**src/cda_pkg.sv**
```systemverilog
package cda_pkg;

  localparam int MaxPersons = 10;
  localparam int HoldW      = 10;
  localparam int WayW       = 30;
  localparam int NumW       = 4;
  localparam int InDataW    = 16;
  localparam int OutDataW   = 32;

  localparam logic [WayW-1:0] WaysMod  = WayW'(1000000007);
  localparam logic [NumW-1:0] NumReset = NumW'(10);

  typedef enum logic [2:0] {
    StClear,
    StIdle,
    StWalk,
    StDrain,
    StLoad
  } cda_state_e;

  typedef struct packed {
    logic accept;
    logic walk;
    logic clear;
    logic load_out;
  } cda_cmd_t;

  typedef struct packed {
    logic walk_end;
    logic mask_zero;
    logic out_free;
    logic last_item;
  } cda_stat_t;

endpackage

```
**src/cda_ctrl.sv**
```systemverilog
module cda_ctrl
  import cda_pkg::*;
(
  input  logic      clk_i,
  input  logic      rst_ni,
  input  logic      in_valid_i,
  output logic      in_ready_o,
  input  cda_stat_t stat_i,
  output cda_cmd_t  cmd_o
);

  cda_state_e state_q, state_d;

  always_ff @(posedge clk_i or negedge rst_ni) begin
    if (!rst_ni) begin
      state_q <= StClear;
    end else begin
      state_q <= state_d;
    end
  end

  always_comb begin
    state_d = state_q;
    case (state_q)
      StClear: begin
        if (stat_i.mask_zero) begin
          state_d = StIdle;
        end
      end
      StIdle: begin
        if (in_valid_i) begin
          state_d = StWalk;
        end
      end
      StWalk: begin
        if (stat_i.walk_end) begin
          state_d = StDrain;
        end
      end
      StDrain: begin
        state_d = stat_i.last_item ? StLoad : StIdle;
      end
      StLoad: begin
        if (stat_i.out_free) begin
          state_d = StClear;
        end
      end
      default: begin
        state_d = StClear;
      end
    endcase
  end

  always_comb begin
    in_ready_o     = 1'b0;
    cmd_o          = '0;
    case (state_q)
      StClear: begin
        cmd_o.clear = 1'b1;
      end
      StIdle: begin
        in_ready_o   = 1'b1;
        cmd_o.accept = in_valid_i;
      end
      StWalk: begin
        cmd_o.walk = 1'b1;
      end
      StDrain: begin
      end
      StLoad: begin
        cmd_o.load_out = stat_i.out_free;
      end
      default: begin
      end
    endcase
  end

endmodule

```
**config.mk**
```make
export PLATFORM = sky130hd
export DESIGN_NAME = cda_ctrl
export DESIGN_NICKNAME = d
export VERILOG_FILES = /design/src/cda_pkg.sv /design/src/cda_ctrl.sv
export SDC_FILE = /design/constraint.sdc
export NUM_CORES = 1
export LEC_CHECK = 0
export BUFFER_PORTS_ARGS = -buffer_cell sky130_fd_sc_hd__buf_4
export CAP_MARGIN = 40
export CORE_AREA = 2 2 39 41
export CTS_CLUSTER_SIZE = 14
export DETAILED_ROUTE_END_ITERATION = 8
export DIE_AREA = 0 0 41 43
export SLEW_MARGIN = 10
export SYNTH_ARGS = -nofsm -noshare
export SYNTH_HDL_FRONTEND = slang
export SYNTH_SLANG_ARGS = --single-unit
export TNS_END_PERCENT = 50
```
**constraint.sdc**
```tcl
create_clock -name clk_i -period 3.3 [get_ports clk_i]
set_input_delay 0.495 -clock clk_i [delete_from_list [all_inputs] [get_ports clk_i]]
set_output_delay 0.495 -clock clk_i [all_outputs]
set_load 0.01 [all_outputs]
```
==> results.cfg <==
[routing]
met3_length_um = 79
firstDrtPassIters = 3
drc = 0
drt-met1-wl_um = 219
dr_wl_met2_um = 159
post_drt_via_cell_ratio = 3.96
avgRoutedWirePerCell_um = 9.37
routed_wl_um = 478
top_layer_used = met4
vias = 202
drt-initial-drc-count = 4
ant_nets = 0

[cts]
clock_path_buffers = 2
insertion_delay_ps = 240
ctsHoldBuffers = 0
cts_setup_buffers = 0
cts_tree = built
clk_pin_slew_ps = 40
cts-root-buf = clkbuf_4
cts_made_buffers = 3
cts_resized = 0
clock-sinks = 3
htree_levels = 1

[outcome]
status = finished clean

[timing]
setup_tns_ps = 0
tightest_slew_ps = 223
fin_crit_sh = 0.516
min_period_ps = 1700
slew_violations = 0
fmax_mhz = 587
finClkSkew_ps = 5.01
setup_viol = 0
slew_headroom = 0.851
hold_violations = 0
rsz0062_at_grt = no

[critical_path]
crit-reg2reg-launch = state_q[1]$_DFFE_PN0P_
cp_slowest_cell = dfrtp_1
cp-start-kind = flop
worstSetupPathType = flop to output port
setup.worst_path.start = state_q[2]$_DFFE_PN0P_
end_kind = output port
worstPathCellList = or2b_1 > nor2_1 > buf_4
max_stage_delay_ps = 440
critical_path_required_ps = 2800
critPathBufInv = 1
crit_path_max_fanout = 8
cp_top_family = flip-flops
worstPathArrival_ps = 1210

[logic_synthesis]
syn_nets = 27
syn_area_um2 = 189
seq_area_frac_synth = 0.397
netlist_instances = 20
synth_top_area_frac = 0.397
avgSynthCellArea_um2 = 9.45
yosys-top-cells-area = dfrtp_1, nor2_1, or2b_1
yosysWarnings = 0
synth_cell_types = 14
yosysTopAreaCell = dfrtp_1
synth-seq-cells = 3

[job]
cap_violations = 0

[floorplan]
design.portCount = 12
num_rows = 14
coreArea_um2 = 1380
die_h_um = 43
start_util = 0.137
die_x_um = 41
die_area_um2 = 1760

[finish]
drive_gt1_frac = 0.457
final_nets = 43
final_cells = 51
reg_top3 = state_q: 3 flops
largest_register_ffs = 3
layout_commonest_cell = buf_4
top_register = state_q
seqCellArea_um2 = 75.1
multiInputGateArea_um2 = 114
final_area_um2 = 318
antennaDiodeCount = 0
mostFrequentLayoutCells = buf_4, nor2_1, clkbuf_4, dfrtp_1, or2b_1
num-fill-cells = 157
syn_to_final_growth_pct = 68.2

[global_routing]
grt_max_degree = 10
antenna_found_initial = 0
grt-ovfl-total = 0
grt_pass1_vias = 204
grt_pass1_wl_um = 897
globalRouteTotalUtil = 0.0824

[place]
port_buffers = 11
gp_congestion = 0.700
dp_cells = 47
post-dp-hpwl_um = 364
placed_cell_area_um2 = 292

[pwr]
p_leak_nw = 0.151
powerDensity_nw_per_um2 = 828
vdd_drop_max_uv = 306
p_total_w = 0.000263

[worst_hold_path]
hp-class = primary input to async pin
==> final timing paths <==
path	end	slack [ps]	cells after the start
worst min-delay path	state_q[1]$_DFFE_PN0P_	30	1
min in group clk_i	state_q[2]$_DFFE_PN0P_	540	3
worst min register to register	state_q[1]$_DFFE_PN0P_	560	1
worst max register to register	state_q[2]$_DFFE_PN0P_	2180	2
worst max-delay path	cmd_o[3]	1600	3
max in group asynchronous	state_q[0]$_DFFE_PN0P_	3170	1
==> kinds of logic (layout without fill, tap and decap cells) <==
| family | count (synthesis) | in the layout | synth area share |
|---|---|---|---|
| simple gates | 13 | 13 | 0.437 |
| flops | 3 | 3 | 0.397 |
| buf+inv | 0 | 15 | 0 |
| mux | 1 | 1 | 0.0596 |
| compound gates | 3 | 3 | 0.106 |
==> per-layer routing <==
layer / GRT usage / vias to the layer above
met5: 0 / -
met4: 0.0800 / 0
met3: 0.0524 / 2
met2: 0.0844 / 15
met1: 0.106 / 81
li1: - / 104
==> metrics by stage <==
step                setup WS (ps)  hold WS (ps)   util
floorplan                    1960           199      -
global placement             1860           286  0.211
detailed placement           1860           285  0.211
finish                       1600          33.8  0.230
global route                 1480          21.2  0.230
CTS                          1580          26.9  0.230
==> layout make-up <==
cell class | instances | area share
multi-input cells | 17 | 0.358
repair buffers | 11 | 0.260
flip-flops and latches | 3 | 0.236
clock buffers | 4 | 0.0827
well taps | 16 | 0.0630
==> synth_stat cells, drive strengths merged <==
cell type,instances
nand2b,1
and2b,1
mux2,1
dfrtp,3
nor3,1
and4bb,1
a32o,1
o21ai,1
or4b,1
a21oi,1
or2b,2
nand3b,1
nor2,4
nand2,1
==> where the power goes <==
group | internal, W | leakage (nW) | switching, W
registers | 0.0000513 | 0.0385 | 0.0000249
clock network | 0.0000455 | 0.0150 | 0.0000215
logic | 0.0000717 | 0.0977 | 0.0000481
No activity file was read; power rests on OpenSTA's default activity.
